<file path="config.mk">
export PLATFORM = sky130hd
export DESIGN_NAME = modem_result_code_classifier_top
export DESIGN_NICKNAME = d
export VERILOG_FILES = /design/src/rtl/mrcc_pkg.sv /design/src/rtl/mrcc_window.sv /design/src/rtl/mrcc_out_buf.sv /design/src/rtl/modem_result_code_classifier_top.sv
export VERILOG_INCLUDE_DIRS = /design/src /design/src/rtl
export SDC_FILE = /design/constraint.sdc
export NUM_CORES = 1
export LEC_CHECK = 0
export BUFFER_PORTS_ARGS = -buffer_cell sky130_fd_sc_hd__buf_2
export CAP_MARGIN = 30
export CORE_UTILIZATION = 35
export DETAILED_ROUTE_END_ITERATION = 10
export PLACE_DENSITY = 0.57
export SYNTH_ARGS = -nofsm -noshare
export SYNTH_HDL_FRONTEND = slang
export SYNTH_HIERARCHICAL = 1
export SYNTH_SLANG_ARGS = --single-unit
</file>
<file path="constraint.sdc">
create_clock -name clk -period 5.05 [get_ports clk]
set_input_delay 0.505 -clock clk [delete_from_list [all_inputs] [get_ports clk]]
set_output_delay 0.505 -clock clk [all_outputs]
set_load 0.02 [all_outputs]
</file>
<file path="src/rtl/modem_result_code_classifier_top_assert.svh">
// Assertion macros for the result code classifier
`ifndef MODEM_RESULT_CODE_CLASSIFIER_TOP_ASSERT_SVH
`define MODEM_RESULT_CODE_CLASSIFIER_TOP_ASSERT_SVH

`ifndef SYNTHESIS
`define MRCC_ASSERT(label, clk, rst, prop, msg) \
  label: assert property (@(posedge clk) disable iff (rst) prop) else $error(msg);
`define MRCC_ASSERT_ALWAYS(label, clk, prop, msg) \
  label: assert property (@(posedge clk) prop) else $error(msg);
`else
`define MRCC_ASSERT(label, clk, rst, prop, msg)
`define MRCC_ASSERT_ALWAYS(label, clk, prop, msg)
`endif

`endif

</file>
<file path="src/rtl/mrcc_pkg.sv">
package mrcc_pkg;

  localparam int CHAR_W      = 8;
  localparam int CODE_W      = 4;
  localparam int LEN_W       = 8;
  localparam int OUT_W       = 16;
  localparam int WIN_DEPTH   = 11;
  localparam int KEY_SPAN    = WIN_DEPTH + 1;
  localparam int NUM_KEYS    = 12;
  localparam int MAX_LINE_DEF = 256;

  localparam logic [CHAR_W-1:0] CHAR_CR = 8'h0D;
  localparam logic [CHAR_W-1:0] CHAR_LF = 8'h0A;

  localparam logic [CODE_W-1:0] CODE_NONE = 4'd10;

  // keyword text right-aligned: byte i is the char i places before the newest
  localparam logic [KEY_SPAN*CHAR_W-1:0] KEY_TEXT [NUM_KEYS] = '{
    "ok", "error", "connect", "no carrier", "no dialtone", "no dial tone",
    "busy", "delayed", "voice", "fclass", "fax", "no answer"
  };

  localparam logic [3:0] KEY_LEN [NUM_KEYS] = '{
    4'd2, 4'd5, 4'd7, 4'd10, 4'd11, 4'd12, 4'd4, 4'd7, 4'd5, 4'd6, 4'd3, 4'd9
  };

  localparam logic [CODE_W-1:0] KEY_CODE [NUM_KEYS] = '{
    4'd0, 4'd1, 4'd2, 4'd3, 4'd4, 4'd4, 4'd5, 4'd6, 4'd7, 4'd8, 4'd8, 4'd9
  };

  function automatic logic [CHAR_W-1:0] fold_lower(input logic [CHAR_W-1:0] c);
    logic [CHAR_W-1:0] r;
    r = c;
    if (c >= 8'h41 && c <= 8'h5A) begin
      r = c + 8'h20;
    end
    return r;
  endfunction

  // first keyword in table order wins
  function automatic logic [CODE_W-1:0] first_code(input logic [NUM_KEYS-1:0] seen);
    logic [CODE_W-1:0] r;
    r = CODE_NONE;
    for (int k = NUM_KEYS - 1; k >= 0; k--) begin
      if (seen[k]) begin
        r = KEY_CODE[k];
      end
    end
    return r;
  endfunction

endpackage

</file>
<file path="src/rtl/mrcc_window.sv">
module mrcc_window (
  input  logic                              clk,
  input  logic                              rst,
  input  logic                              take,
  input  logic                              start,
  input  logic [mrcc_pkg::CHAR_W-1:0]       char_in,
  output logic [mrcc_pkg::NUM_KEYS-1:0]     seen
);
  import mrcc_pkg::*;

  logic [CHAR_W-1:0]   window [WIN_DEPTH];
  logic [CHAR_W-1:0]   recent [KEY_SPAN];
  logic [NUM_KEYS-1:0] hits;
  logic [NUM_KEYS-1:0] seen_next;

  always_comb begin
    recent[0] = fold_lower(char_in);
    for (int i = 0; i < WIN_DEPTH; i++) begin
      recent[i+1] = start ? '0 : window[i];
    end
  end

  always_comb begin
    for (int k = 0; k < NUM_KEYS; k++) begin
      hits[k] = 1'b1;
      for (int i = 0; i < KEY_SPAN; i++) begin
        if (i < int'(KEY_LEN[k]) && recent[i] != KEY_TEXT[k][i*CHAR_W +: CHAR_W]) begin
          hits[k] = 1'b0;
        end
      end
    end
    seen_next = start ? hits : (seen | hits);
  end

  always_ff @(posedge clk) begin
    if (take) begin
      for (int i = 0; i < WIN_DEPTH; i++) begin
        window[i] <= recent[i];
      end
    end
  end

  always_ff @(posedge clk) begin
    if (rst) begin
      seen <= '0;
    end else if (take) begin
      seen <= seen_next;
    end
  end

endmodule

</file>
<file path="src/rtl/mrcc_out_buf.sv">
`include "modem_result_code_classifier_top_assert.svh"

module mrcc_out_buf (
  input  logic                           clk,
  input  logic                           rst,
  input  logic                           in_valid,
  input  logic [mrcc_pkg::OUT_W-1:0]     in_data,
  output logic                           in_ready,
  output logic                           m_tvalid,
  input  logic                           m_tready,
  output logic [mrcc_pkg::OUT_W-1:0]     m_tdata
);
  import mrcc_pkg::*;

  logic             skid_valid;
  logic [OUT_W-1:0] skid_data;
  logic             out_fire;
  logic             to_skid;

  assign in_ready = !skid_valid;
  assign out_fire = m_tvalid && m_tready;
  assign to_skid  = in_valid && m_tvalid && !m_tready;

  always_ff @(posedge clk) begin
    if (rst) begin
      m_tvalid   <= 1'b0;
      skid_valid <= 1'b0;
    end else if (skid_valid) begin
      if (out_fire) begin
        skid_valid <= 1'b0;
      end
    end else if (in_valid) begin
      if (to_skid) begin
        skid_valid <= 1'b1;
      end else begin
        m_tvalid <= 1'b1;
      end
    end else if (out_fire) begin
      m_tvalid <= 1'b0;
    end
  end

  always_ff @(posedge clk) begin
    if (skid_valid) begin
      if (out_fire) begin
        m_tdata <= skid_data;
      end
    end else if (in_valid) begin
      if (to_skid) begin
        skid_data <= in_data;
      end else begin
        m_tdata <= in_data;
      end
    end
  end

  `MRCC_ASSERT(a_skid_has_out, clk, rst, skid_valid |-> m_tvalid, "skid full with output empty")
  `MRCC_ASSERT(a_skid_drain, clk, rst, (skid_valid && out_fire) |=> (m_tvalid && !skid_valid), "skid not drained")
  `MRCC_ASSERT(a_no_load_when_full, clk, rst, skid_valid |-> !in_valid, "item taken while skid full")

endmodule

</file>
<file path="src/rtl/modem_result_code_classifier_top.sv">
// Modem result code classifier.
// Slave channel (s_*): one received byte per item in s_tdata[7:0]. Master
// channel (m_*): one item per closed line, result_code in m_tdata[3:0] and
// line_length (low 8 bits of the kept count) in m_tdata[11:4].
// CR/LF ahead of a line are dropped. A CR/LF inside a line, or a byte that
// would be character MAX_LINE, closes the line and emits one result; that
// byte is not kept.
// Throughput: one byte per cycle while s_tready is high. Each kept byte updates
// the 11-char window and the keyword hit flags in the cycle it is taken. The result
// for a closed line is registered into the output register, or into the skid if held.
// A two-entry output stage (output register plus skid) keeps s_tready high
// while one result waits; s_tready drops only when both entries are full,
// and rises again once the master takes an item.
// Reset (rst, synchronous): no line open, output stage empty.
`include "modem_result_code_classifier_top_assert.svh"

module modem_result_code_classifier_top #(
  parameter int MAX_LINE = mrcc_pkg::MAX_LINE_DEF
) (
  input  logic                           clk,
  input  logic                           rst,
  input  logic                           s_tvalid,
  output logic                           s_tready,
  input  logic [mrcc_pkg::CHAR_W-1:0]    s_tdata,   // [7:0] rx_char
  output logic                           m_tvalid,
  input  logic                           m_tready,
  output logic [mrcc_pkg::OUT_W-1:0]     m_tdata    // [3:0] result_code, [11:4] line_length
);
  import mrcc_pkg::*;

  localparam int CNT_W = $clog2(MAX_LINE);

  logic                  inside_line;
  logic [CNT_W-1:0]      chars_in_line;
  logic [CNT_W+LEN_W-1:0] cnt_ext;
  logic                  accept;
  logic                  is_break;
  logic                  full;
  logic                  start;
  logic                  take;
  logic                  res_valid;
  logic [NUM_KEYS-1:0]   seen;
  logic [OUT_W-1:0]      res_data;

  assign accept    = s_tvalid && s_tready;
  assign is_break  = (s_tdata == CHAR_CR) || (s_tdata == CHAR_LF);
  assign full      = chars_in_line == CNT_W'(MAX_LINE - 1);
  assign start     = accept && !inside_line && !is_break;
  assign take      = start || (accept && inside_line && !is_break && !full);
  assign res_valid = accept && inside_line && (is_break || full);
  assign cnt_ext   = {{LEN_W{1'b0}}, chars_in_line};
  assign res_data  = {{(OUT_W - LEN_W - CODE_W){1'b0}}, cnt_ext[LEN_W-1:0], first_code(seen)};

  always_ff @(posedge clk) begin
    if (rst) begin
      inside_line   <= 1'b0;
      chars_in_line <= '0;
    end else if (start) begin
      inside_line   <= 1'b1;
      chars_in_line <= CNT_W'(1);
    end else if (take) begin
      chars_in_line <= chars_in_line + 1'b1;
    end else if (res_valid) begin
      inside_line   <= 1'b0;
      chars_in_line <= '0;
    end
  end

  mrcc_window u_window (
    .clk     (clk),
    .rst     (rst),
    .take    (take),
    .start   (start),
    .char_in (s_tdata),
    .seen    (seen)
  );

  mrcc_out_buf u_out_buf (
    .clk      (clk),
    .rst      (rst),
    .in_valid (res_valid),
    .in_data  (res_data),
    .in_ready (s_tready),
    .m_tvalid (m_tvalid),
    .m_tready (m_tready),
    .m_tdata  (m_tdata)
  );

  `MRCC_ASSERT(a_open_has_count, clk, rst, inside_line |-> (chars_in_line != '0), "open line with zero count")
  `MRCC_ASSERT(a_break_closes, clk, rst, (accept && inside_line && is_break) |=> !inside_line, "line not closed")
  `MRCC_ASSERT_ALWAYS(a_code_range, clk, (!rst && m_tvalid) |-> (m_tdata[CODE_W-1:0] <= CODE_NONE), "bad result code")

endmodule

</file>
==> results of run 1 <==
==> flip-flops by register name (all words and copies together), names as in the netlist <==
signal	flops
u_out_buf/m_tvalid	1
chars_in_line	8
u_out_buf/skid_valid	1
u_window/seen	12
u_out_buf/m_tdata	16
u_window/window	88
inside_line	1
u_out_buf/skid_data	16
==> power by group through the flow <==
stage / registers, mW / clock network, mW / logic (mW)
after floorplan: 1.39 / 0 / 0.105
after global placement: 1.41 / 0 / 0.140
after detailed placement: 1.41 / 0 / 0.142
after CTS: 1.38 / 1.39 / 0.143
after global routing: 1.39 / 1.44 / 0.158
final: 1.38 / 1.36 / 0.143
==> cells in the final DEF (no fill, tap or decap), drive strengths merged, types with 3 or more instances in the layout <==
cell	netlist	routed
and2b	4	4
nand3b	7	7
nor3	20	20
nor4	9	9
nor4b	5	5
dfxtp	23	23
and4	3	3
nor3b	8	8
bufinv	0	5
clkbuf	10	18
inv	9	10
a211oi	4	4
nor4bb	5	5
and4b	3	3
nand4b	8	8
nand4	21	21
nor2	30	30
o21ai	17	17
a21oi	13	13
and2	4	4
edfxtp	120	120
or4	4	4
a311oi	3	3
conb	1	8
clkinv	0	6
nand3	21	21
nand2	33	33
nand2b	7	7
buf	6	34
mux2	17	17
nor2b	84	84
==> worst max path at each step <==
stage / startpoint / to / slack (ps) / depth (start not counted)
2_1_floorplan: s_tdata[1] / u_window/seen[4] / 350 / 9
3_3_place_gp: s_tdata[1] / u_window/seen[3] / 1560 / 10
3_5_place_dp: s_tdata[1] / u_window/seen[4] / 1490 / 9
4_1_cts: u_out_buf/skid_valid / u_window/seen[5] / 1560 / 11
5_1_grt: u_out_buf/skid_valid / u_window/seen[4] / 1280 / 11
6_report: u_out_buf/skid_valid / u_window/seen[3] / 1580 / 11
==> synthesized netlist by cell type (2+ instances only) <==
library cell                number  area [um2]
sky130_fd_sc_hd__a211oi_1        4       30.03
sky130_fd_sc_hd__a21boi_0        2       15.01
sky130_fd_sc_hd__a21oi_1        12       60.06
sky130_fd_sc_hd__a311oi_1        3       26.28
sky130_fd_sc_hd__a31oi_1         2       12.51
sky130_fd_sc_hd__and2_1          4       25.02
sky130_fd_sc_hd__and2b_1         3       22.52
sky130_fd_sc_hd__and3_1          2       12.51
sky130_fd_sc_hd__and4b_1         3       30.03
sky130_fd_sc_hd__and4bb_2        2       25.02
sky130_fd_sc_hd__buf_2           2       10.01
sky130_fd_sc_hd__buf_6           4       45.04
sky130_fd_sc_hd__clkbuf_1       10       37.54
sky130_fd_sc_hd__dfxtp_1        23       460.4
sky130_fd_sc_hd__edfxtp_1      120        3603
sky130_fd_sc_hd__ha_1            2       25.02
sky130_fd_sc_hd__inv_1           8       30.03
sky130_fd_sc_hd__mux2_2         17       191.4
sky130_fd_sc_hd__mux2i_1         2       20.02
sky130_fd_sc_hd__nand2_1        33       123.9
sky130_fd_sc_hd__nand2b_1        7       43.79
sky130_fd_sc_hd__nand3_1        21       105.1
sky130_fd_sc_hd__nand3b_1        7       52.55
sky130_fd_sc_hd__nand4_1        21       131.4
sky130_fd_sc_hd__nand4b_1        8       70.07
sky130_fd_sc_hd__nor2_1         30       112.6
sky130_fd_sc_hd__nor2b_1        81       506.7
sky130_fd_sc_hd__nor2b_2         3       26.28
sky130_fd_sc_hd__nor3_1         20       100.1
sky130_fd_sc_hd__nor3b_1         6       45.04
sky130_fd_sc_hd__nor3b_2         2       25.02
sky130_fd_sc_hd__nor4_1          9       56.30
sky130_fd_sc_hd__nor4b_1         5       43.79
sky130_fd_sc_hd__nor4bb_1        5       50.05
sky130_fd_sc_hd__o21ai_0        15       75.07
sky130_fd_sc_hd__o21ai_1         2       10.01
sky130_fd_sc_hd__o2bb2ai_1       2       17.52
sky130_fd_sc_hd__o31ai_1         2       15.01
sky130_fd_sc_hd__or3b_1          2       17.52
sky130_fd_sc_hd__or4_1           4       30.03
sky130_fd_sc_hd__or4bb_1         2       22.52
==> final cells by class <==
cell class / count / share of cell area [%]
sequential: 143 / 53.29
clock buffer: 18 / 5.628
tap: 229 / 3.757
timing repair buffer: 34 / 2.395
clock inverter: 14 / 2.806
multi-input combinational: 374 / 31.68
inverter: 9 / 0.4430
==> per-layer routing <==
metal / vias up / wire, um / GRT usage, %
met5: - / 0 / 0
met4: 0 / 475 / 8.363
met3: 39 / 759 / 3.695
met2: 143 / 6747 / 25.36
met1: 2178 / 6709 / 21.00
li1: 2101 / - / -
==> logic make-up (layout without fill, tap and decap cells) <==
logic type                 after synthesis  count (layout)  share of synthesized area (%)
adders and majority gates                2               2                         0.3805
other                                    1               8                        0.05702
muxes                                   19              19                          3.215
AOI/OAI and AO/OA                       55              55                          5.689
buffers and inverters                   25              75                          1.922
and+or+nand+nor                        290             290                          26.94
DFF                                    143             143                          61.80
==> worst max-delay path, stage by stage, from the launching register on <==
cell	delay (ps)
sky130_fd_sc_hd__dfxtp_1	300
sky130_fd_sc_hd__buf_4	270
sky130_fd_sc_hd__inv_2	100
sky130_fd_sc_hd__nand2_1	360
sky130_fd_sc_hd__nor2_1	140
sky130_fd_sc_hd__and2_2	400
sky130_fd_sc_hd__buf_4	340
sky130_fd_sc_hd__and4bb_2	390
sky130_fd_sc_hd__or4bb_1	490
sky130_fd_sc_hd__nor4_1	300
sky130_fd_sc_hd__nand4_1	170
sky130_fd_sc_hd__nand2_1	110
==> through the flow <==
step / cells / setup WS, ps / cell area (um2) / power, mW / hold slack (ps)
after floorplan: 542 / 348.2 / 6603 / 1.493 / 431.0
after global placement: 789 / 1559 / 6983 / 1.545 / 452.3
after detailed placement: 789 / 1492 / 6983 / 1.549 / 449.8
after CTS: 821 / 1564 / 7626 / 2.911 / 296.4
after global routing: 821 / 1283 / 7626 / 2.983 / 316.5
final: 821 / 1575 / 7626 / 2.889 / 320.6
==> flow_metrics.tcl, run 1 <==
set metrics [dict create \
    fill_cells 1692 \
    hold_class "input pin to flop" \
    1st_iter_drt_viols 380 \
    worst_hold_path.num_cells 2 \
    power_frac_clock_pct 47.2 \
    post_synth_num_cell_types 64 \
    drtPass1Iterations 8 \
    post_synth.cell_area_avg_um2 12.29 \
    power_per_cell_area_nw_per_um2 378.8 \
    initial_utilization_pct 36.12 \
    critical_path.reg2reg.endpoint "u_window/seen[3]" \
    rrSetupSlack_ps 1580 \
    antenna-diode-count 0 \
    count_of_nets_left_with_antenna_violations_after_detail_routing 0 \
    end_kind "flop" \
    post-route-min-period_ps 3475 \
    p_switching_uw 617.7 \
    drcViolationCount 1 \
    worst-r2r-cell-count 11 \
    grt_max_degree 50 \
    syn2layout_area_growth_pct 15.96 \
    routabilityCongestion 0.9174 \
    tritoncts.num_buffers 17 \
    post_route_cells_drive_above_1_share_pct 16.72 \
    async_flop_share_pct 0 \
    yosys_warns 6 \
    leakagePower_nw 2.550 \
    die_footprint_um2 19340 \
    worstSetupPathType "flop to flop" \
    timing.fmax_mhz 287.8 \
    grt_pass1_wl_um 23540 \
    synth.yosys.seq_area_share_pct 61.80 \
    fp.dieH_um 139.1 \
    syn-cell-area_um2 6576 \
    timing.critical_path.from_type "flop" \
    synth_edf_count 120 \
    routed_wire_length_per_instance_um 17.90 \
    total_area_of_multi_input_combinational_cells_um2 2416 \
    number_of_global_route_vias_before_repair 4296 \
    port_buffers 29 \
    cts-root-buf "sky130_fd_sc_hd__clkbuf_16" \
    cp_data_arrival_time_ps 3840 \
    std_cell_rows 49 \
    tritoncts "built" \
    hold_path.startpoint "m_tready" \
    slew_headroom_pct 43.68 \
    final_critical_path_share_of_the_clock_period_pct 68.81 \
    setup_viol_count_final 0 \
    fp.dieW_um 139.1 \
    seq_area_um2 4064 \
    synth_flop_cell "sky130_fd_sc_hd__edfxtp_1" \
    antenna_violations_before_repair 0 \
    required_ps 5410 \
    cellInternalPower_mw 2.271 \
    drt-vias-per-instance 5.434 \
    violations "DRC" \
    crit-reg2reg-launch "u_out_buf/skid_valid" \
    worst_clock_skew_ps 8.965 \
    final_max_slew_viol_count 0 \
    clk_pin_slew_ps 60 \
    num_vias 4461 \
    grt_usage_pct 16.19 \
    totalNegativeSetupSlack_ps 0 \
    timing.critical_path.fanout_max 38 \
    status "complete, but fails checks" \
    vdd.ir_drop.worst_v 0.0002258 \
    rsz_0062_raised_after_global_routing "no" \
    power_share_of_the_sequential_group_pct 47.9 \
    postSynthCellCount 535 \
    finalHoldViolCount 0 \
    floorplan.io_pins 30 \
    netSwitchingFraction_pct 21.39 \
    yosys_register_bits 143 \
    layout.nets 593 \
    cts_post_setup_buffers_inserted 0 \
    ctsHtreeMaxLevel 4 \
    cts.hold.buffers_added 0 \
    globalRouteOverflowTotal 0 \
    routed_wirelength_um 14690 \
    drv_cap 0 \
    worst-slew-pin-transition_ps 844.7 \
    clock_path_buffers 2 \
    coreArea_um2 18210 \
    cts.repair.resized 0 \
    post-dp-hpwl_um 10400 \
    final_core_utilization_pct 41.88 \
    combPwrFrac_pct 4.9 \
    clock-sinks 143 \
    clk_lat_worst_skew_ps 420 \
    worst_hold_path.endpoint "u_out_buf/skid_valid" \
]
Power figures use the tool's default switching activity.
==> inputs of run 2 (changes only) <==
--- a/config.mk
+++ b/config.mk
@@ -6,6 +6,7 @@
 export SDC_FILE = /design/constraint.sdc
 export NUM_CORES = 1
 export LEC_CHECK = 0
+export ABC_AREA = 1
 export BUFFER_PORTS_ARGS = -buffer_cell sky130_fd_sc_hd__buf_2
 export CAP_MARGIN = 30
 export CORE_UTILIZATION = 35
==> constraint.sdc (replaced) <==
create_clock -name clk -period 3.6 [get_ports clk]
set_input_delay 0.36 -clock clk [delete_from_list [all_inputs] [get_ports clk]]
set_output_delay 0.36 -clock clk [all_outputs]
set_load 0.02 [all_outputs]
==> flow_metrics.tcl, run 2 <==
set metrics [dict create \
    tritoncts.num_buffers 17 \
    post-dp-hpwl_um 11420 \
    finalHoldViolCount 0 \
    drt-vias-per-instance 4.635 \
    setup_viol_count_final 0 \
    clk_lat_worst_skew_ps 410 \
    yosys-top-cells-area "sky130_fd_sc_hd__edfxtp_1, sky130_fd_sc_hd__nand2_1, sky130_fd_sc_hd__nor2_1, sky130_fd_sc_hd__inv_1, sky130_fd_sc_hd__dfxtp_1" \
    worst_path_largest_cell_delay_ps 430 \
    floorplan.io_pins 30 \
    cts.hold.buffers_added 0 \
    synth.top_cell.area_share_pct 50.67 \
    worst-slew-pin-transition_ps 667.6 \
    total_area_of_multi_input_combinational_cells_um2 2410 \
    routed_wirelength_um 15750 \
    tritoncts "built" \
    post-route-min-period_ps 2669 \
    mostFrequentLayoutCell "sky130_fd_sc_hd__nand2_1" \
    yosys_warns 6 \
    1st_iter_drt_viols 422 \
    final_max_slew_viol_count 0 \
    cts.repair.resized 0 \
    ctsHtreeMaxLevel 4 \
    worst_hold_path.num_cells 1 \
    rrSetupSlack_ps 930 \
    yosys_top_cell_by_area "sky130_fd_sc_hd__edfxtp_1" \
    final_core_utilization_pct 41.25 \
    grt_usage_pct 16.37 \
    drv_cap 0 \
    antenna_violations_before_repair 0 \
    most_frequent_cells_in_the_layout "sky130_fd_sc_hd__nand2_1, sky130_fd_sc_hd__nor2_1, sky130_fd_sc_hd__inv_1" \
    syn2layout_area_growth_pct 14.36 \
    drtPass1Iterations 5 \
    cts-root-buf "sky130_fd_sc_hd__clkbuf_16" \
    hold_class "input pin to flop" \
    post_route_cells_drive_above_1_share_pct 12.79 \
    timing.critical_path.from_type "flop" \
    leakagePower_nw 3.396 \
    num_vias 5252 \
    routabilityCongestion 0.9076 \
    initial_utilization_pct 36.07 \
    cts_post_setup_buffers_inserted 0 \
    end_kind "flop" \
    vdd.ir_drop.worst_v 0.0003187 \
    synth_flop_cell "sky130_fd_sc_hd__edfxtp_1" \
    worst-r2r-cell-count 16 \
    final_critical_path_share_of_the_clock_period_pct 74.14 \
    fill_cells 1986 \
    clock-sinks 143 \
    fp.dieW_um 144.5 \
    async_flop_share_pct 0 \
    timing.fmax_mhz 374.7 \
    worst_clock_skew_ps 6.854 \
    timing.critical_path.fanout_max 21 \
    register_with_the_most_flip_flops "u_window/window" \
    globalRouteOverflowTotal 0 \
    biggestRegsByFlops "u_window/window (88), u_out_buf/m_tdata (16), u_out_buf/skid_data (16)" \
    crit_slowest_cell "sky130_fd_sc_hd__dfxtp_1" \
    antenna-diode-count 0 \
    post_synth.cell_area_avg_um2 8.824 \
    drcViolationCount 0 \
    clk_pin_slew_ps 60 \
    synth.yosys.seq_area_share_pct 57.14 \
    clock_path_buffers 2 \
    slew_headroom_pct 55.33 \
    coreArea_um2 19720 \
    count_of_nets_left_with_antenna_violations_after_detail_routing 0 \
    p_total_mw 3.871 \
    layout.nets 869 \
    power_per_cell_area_nw_per_um2 476.0 \
    die_footprint_um2 20890 \
    grt_max_degree 65 \
    rsz_0062_raised_after_global_routing "no" \
    detailed_place.area_um2 7572 \
    totalNegativeSetupSlack_ps 0 \
    max_reg_flops 88 \
    fp.dieH_um 144.5 \
    grt_pass1_wl_um 25670 \
    post_synth_num_cell_types 44 \
    critPathTopFamily "simple AND/OR/NAND/NOR gates" \
    routed_wire_length_per_instance_um 13.90 \
    yosys_register_bits 143 \
    required_ps 3950 \
    std_cell_rows 51 \
    yosysMostFrequentCell "sky130_fd_sc_hd__nand2_1" \
    seq_area_um2 4064 \
    number_of_global_route_vias_before_repair 5050 \
    finish.instance_area_um2 8133 \
    cp.depth 16 \
    worstSetupPathType "flop to flop" \
    cp_data_arrival_time_ps 3020 \
    synth.top_cells.by_count "sky130_fd_sc_hd__nand2_1, sky130_fd_sc_hd__nor2_1, sky130_fd_sc_hd__inv_1" \
    port_buffers 29 \
    status "finished clean" \
    postSynthCellCount 806 \
    syn-cell-area_um2 7112 \
    timing.critical_path.cells "inv_8 > nand2_1 > inv_1 > nand3_2 > inv_2 > inv_2 > nand2_1 > inv_1 > nand2_1 > nor3_1 > nand3_1 > nor2_1 > nand2_1 > nor2_1 > nor2_1 > nor2_1" \
    finalHoldWorstSlack_ps 183.3 \
    synth_edf_count 120 \
    total_buffers_and_inverters_traversed_by_the_critical_path 5 \
]
-- run 2: final cells by class --
cell class	count	area share (%)
Inverter	141	6.662
Sequential cell	143	49.97
Tap cell	265	4.077
Clock buffer	25	5.846
Multi-Input combinational cell	514	29.63
Clock inverter	7	1.046
Timing Repair Buffer	38	2.769
-- run 2: power breakdown --
part / switching (mW) / internal (mW) / total [mW]
clock: 0.626 / 1.05 / 1.68
sequential: 0.0348 / 1.88 / 1.91
combinational: 0.209 / 0.0705 / 0.280
-- run 2: worst reg2reg max path, stage by stage (launching register included) --
cell	delay, ps
sky130_fd_sc_hd__dfxtp_1	430
sky130_fd_sc_hd__inv_8	110
sky130_fd_sc_hd__nand2_1	90
sky130_fd_sc_hd__inv_1	100
sky130_fd_sc_hd__nand3_2	140
sky130_fd_sc_hd__inv_2	70
sky130_fd_sc_hd__inv_2	310
sky130_fd_sc_hd__nand2_1	90
sky130_fd_sc_hd__inv_1	80
sky130_fd_sc_hd__nand2_1	80
sky130_fd_sc_hd__nor3_1	430
sky130_fd_sc_hd__nand3_1	160
sky130_fd_sc_hd__nor2_1	200
sky130_fd_sc_hd__nand2_1	80
sky130_fd_sc_hd__nor2_1	120
sky130_fd_sc_hd__nor2_1	60
sky130_fd_sc_hd__nor2_1	70
-- run 2: worst paths after layout --
kind | start | endpoint
worst min register to register | u_window/seen[7] | u_window/seen[7]
worst max-delay path | u_out_buf/skid_valid | u_window/seen[3]
worst max register to register | u_out_buf/skid_valid | u_window/seen[3]
worst min-delay path | s_tdata[4] | u_window/window[0][4]
-- run 2: cells by family after synthesis --
family	synth area share [%]
adders and majority gates	0.3518
AOI/OAI and AO/OA	2.534
DFF	57.14
xor gates and xnor gates	0.3695
other	0.05273
and+or+nand+nor	30.21
buffers and inverters	9.342
-- run 2: per-layer routing --
layer / track usage [%] / vias up / wire length [um]
met2: 26.34 / 97 / 7442
met1: 21.88 / 2438 / 7487
met5: 0 / - / 0
met3: 3.377 / 22 / 554
li1: - / 2695 / -
met4: 5.485 / 0 / 263
-- run 2: per-stage QoR --
| step | setup WS, ps | cells |
|---|---|---|
| after detailed placement | 812.2 | 1101 |
| after CTS | 936.2 | 1133 |
| after floorplan | 353.2 | 813 |
| after global placement | 828.5 | 1101 |
| final | 931.0 | 1133 |
| after global routing | 645.7 | 1133 |
==> inputs of run 3 (changes only) <==
==> constraint.sdc (replaced) <==
create_clock -name clk -period 2.8 [get_ports clk]
set_input_delay 0.28 -clock clk [delete_from_list [all_inputs] [get_ports clk]]
set_output_delay 0.28 -clock clk [all_outputs]
set_load 0.02 [all_outputs]
==> flow_metrics.tcl, run 3 (synthesized netlist as in run 2, its figures left out) <==
set metrics [dict create \
    timing.fmax_mhz 398.9 \
    num_vias 5291 \
    drtPass1Iterations 5 \
    status "finished clean" \
    timing.critical_path.fanout_max 22 \
    routabilityCongestion 0.8942 \
    critPathTopFamily "simple AND/OR/NAND/NOR gates" \
    fill_cells 1929 \
    drcViolationCount 0 \
    floorplan.io_pins 30 \
    finalHoldViolCount 0 \
    antenna-diode-count 0 \
    timing.critical_path.from_type "flop" \
    port_buffers 29 \
    fp.dieH_um 144.5 \
    critical_path.reg2reg.endpoint "u_window/seen[4]" \
    routed_wire_length_per_instance_um 13.73 \
    crit_slowest_cell "sky130_fd_sc_hd__dfxtp_2" \
    rsz_0062_raised_after_global_routing "no" \
    fp.dieW_um 144.5 \
    drt-vias-per-instance 4.641 \
    clock_path_buffers 2 \
    totalNegativeSetupSlack_ps 0 \
    setup_viol_count_final 0 \
    coreArea_um2 19720 \
    crit_path_frequent_cell "sky130_fd_sc_hd__nor2_1" \
    worst_hold_path.num_cells 1 \
    ctsHtreeMaxLevel 4 \
    post_route_cells_drive_above_1_share_pct 14.40 \
    clk_pin_slew_ps 60 \
    final_max_slew_viol_count 0 \
    biggestRegsByFlops "u_window/window (88), u_out_buf/m_tdata (16), u_out_buf/skid_data (16)" \
    vdd.ir_drop.worst_v 0.0004214 \
    syn2layout_area_growth_pct 15.82 \
    std_cell_rows 51 \
    worst_hold_path.endpoint "u_window/window[0][4]" \
    post-route-min-period_ps 2507 \
    initial_utilization_pct 36.07 \
    end_kind "flop" \
    grt_util_met1_pct 21.83 \
    tritoncts "built" \
    worst-r2r-cell-count 16 \
    hold_path.startpoint "s_tdata[4]" \
    total_area_of_multi_input_combinational_cells_um2 2442 \
    tritoncts.num_buffers 17 \
    clk_lat_worst_skew_ps 420 \
    total_buffers_and_inverters_traversed_by_the_critical_path 4 \
    post-dp-hpwl_um 11610 \
    detailed_place.area_um2 7682 \
    layout.nets 876 \
    global_route_met2_usage_pct 26.44 \
    cts_post_setup_buffers_inserted 0 \
    grt_max_degree 39 \
    drv_cap 0 \
    worst_path_largest_cell_delay_ps 380 \
    final_critical_path_share_of_the_clock_period_pct 89.53 \
    power_per_cell_area_nw_per_um2 605.0 \
    cts.repair.resized 0 \
    cts-root-buf "sky130_fd_sc_hd__clkbuf_16" \
    number_of_global_route_vias_before_repair 5148 \
    worstSetupPathType "flop to flop" \
    count_of_nets_left_with_antenna_violations_after_detail_routing 0 \
    antenna_violations_before_repair 0 \
    worst_clock_skew_ps 11.38 \
    rrSetupSlack_ps 290 \
    die_footprint_um2 20890 \
    required_ps 3140 \
    globalRouteOverflowTotal 0 \
    grt_pass1_wl_um 25740 \
    most_frequent_cells_in_the_layout "sky130_fd_sc_hd__nand2_1, sky130_fd_sc_hd__nor2_1, sky130_fd_sc_hd__inv_1" \
    leakagePower_nw 3.431 \
    finalHoldWorstSlack_ps 95.89 \
    hold_class "input pin to flop" \
    1st_iter_drt_viols 454 \
    max_reg_flops 88 \
    gr-max-usage-layer "met2" \
    finish.instance_area_um2 8237 \
    crit-reg2reg-launch "u_out_buf/skid_valid" \
    register_with_the_most_flip_flops "u_window/window" \
    clock-sinks 143 \
    worst-slew-pin-transition_ps 503.7 \
    slew_headroom_pct 66.16 \
    cp_data_arrival_time_ps 2850 \
    routed_wirelength_um 15650 \
    grt_usage_pct 16.38 \
    cts.hold.buffers_added 0 \
    seq_area_um2 4068 \
    grt_use_met3_pct 3.411 \
    timing.critical_path.cells "inv_8 > nand2_4 > inv_4 > nand3_2 > inv_2 > inv_2 > nand2_1 > nor2_1 > nand2_1 > nor2_1 > nand3_1 > nor2_1 > nand3_1 > nor2_1 > nor2_1 > nor2_1" \
    mostFrequentLayoutCell "sky130_fd_sc_hd__nand2_1" \
]
## run 3: changes by cell type in the layout (fill, tap and decap cells not counted), moves of 2 or more
cell / before / now
sky130_fd_sc_hd__inv_4: 0 / 2
sky130_fd_sc_hd__inv_1: 136 / 134
sky130_fd_sc_hd__dfxtp_1: 23 / 20
sky130_fd_sc_hd__dfxtp_2: 0 / 3
sky130_fd_sc_hd__nand2_4: 2 / 5
sky130_fd_sc_hd__nand2_1: 174 / 172
sky130_fd_sc_hd__buf_4: 8 / 14
## run 3: report_power, final
| part | internal (mW) | switching [mW] | total, mW | leakage [nW] |
|---|---|---|---|---|
| logic | 0.0998 | 0.268 | 0.368 | 1.76 |
| clock network | 1.33 | 0.825 | 2.15 | 0.272 |
| registers | 2.42 | 0.0460 | 2.46 | 1.39 |
## run 3: final cells by class
class / count / share of cell area (%)
clock buffer: 24 / 5.605
clock inverter: 8 / 1.124
inverter: 141 / 6.684
multi-input combinational: 514 / 29.65
sequential: 143 / 49.38
tap: 265 / 4.026
timing repair buffer: 45 / 3.524
## run 3: worst max path at each step
stage / startpoint / cells after the start / slack, ps / end
after CTS: u_out_buf/skid_valid / 16 / 280 / u_window/seen[4]
after global routing: u_out_buf/skid_valid / 16 / 10 / u_window/seen[4]
final: u_out_buf/skid_valid / 16 / 290 / u_window/seen[4]
after global placement: s_tdata[4] / 18 / 130 / u_window/seen[4]
after detailed placement: s_tdata[1] / 19 / 80 / u_window/seen[4]
after floorplan: u_out_buf/skid_valid / 20 / -310 / u_window/seen[3]
## run 3: through the flow
stage / utilization, % / std cells / total power [mW] / worst slack [ps]
5_1_grt: 41.77 / 1140 / 5.157 / 9.976
3_5_place_dp: 38.96 / 1108 / 2.874 / 84.05
2_1_floorplan: - / 813 / 2.761 / -311.3
3_3_place_gp: 38.96 / 1108 / 2.871 / 129.8
4_1_cts: 41.77 / 1140 / 5.024 / 281.1
6_report: 41.77 / 1140 / 4.983 / 293.2
## run 3: metal layers
metal  wire length, um  up-vias
met5                 0        -
met4               180        0
met3               754       14
met2              7371      140
met1              7346     2429
li1                  -     2708
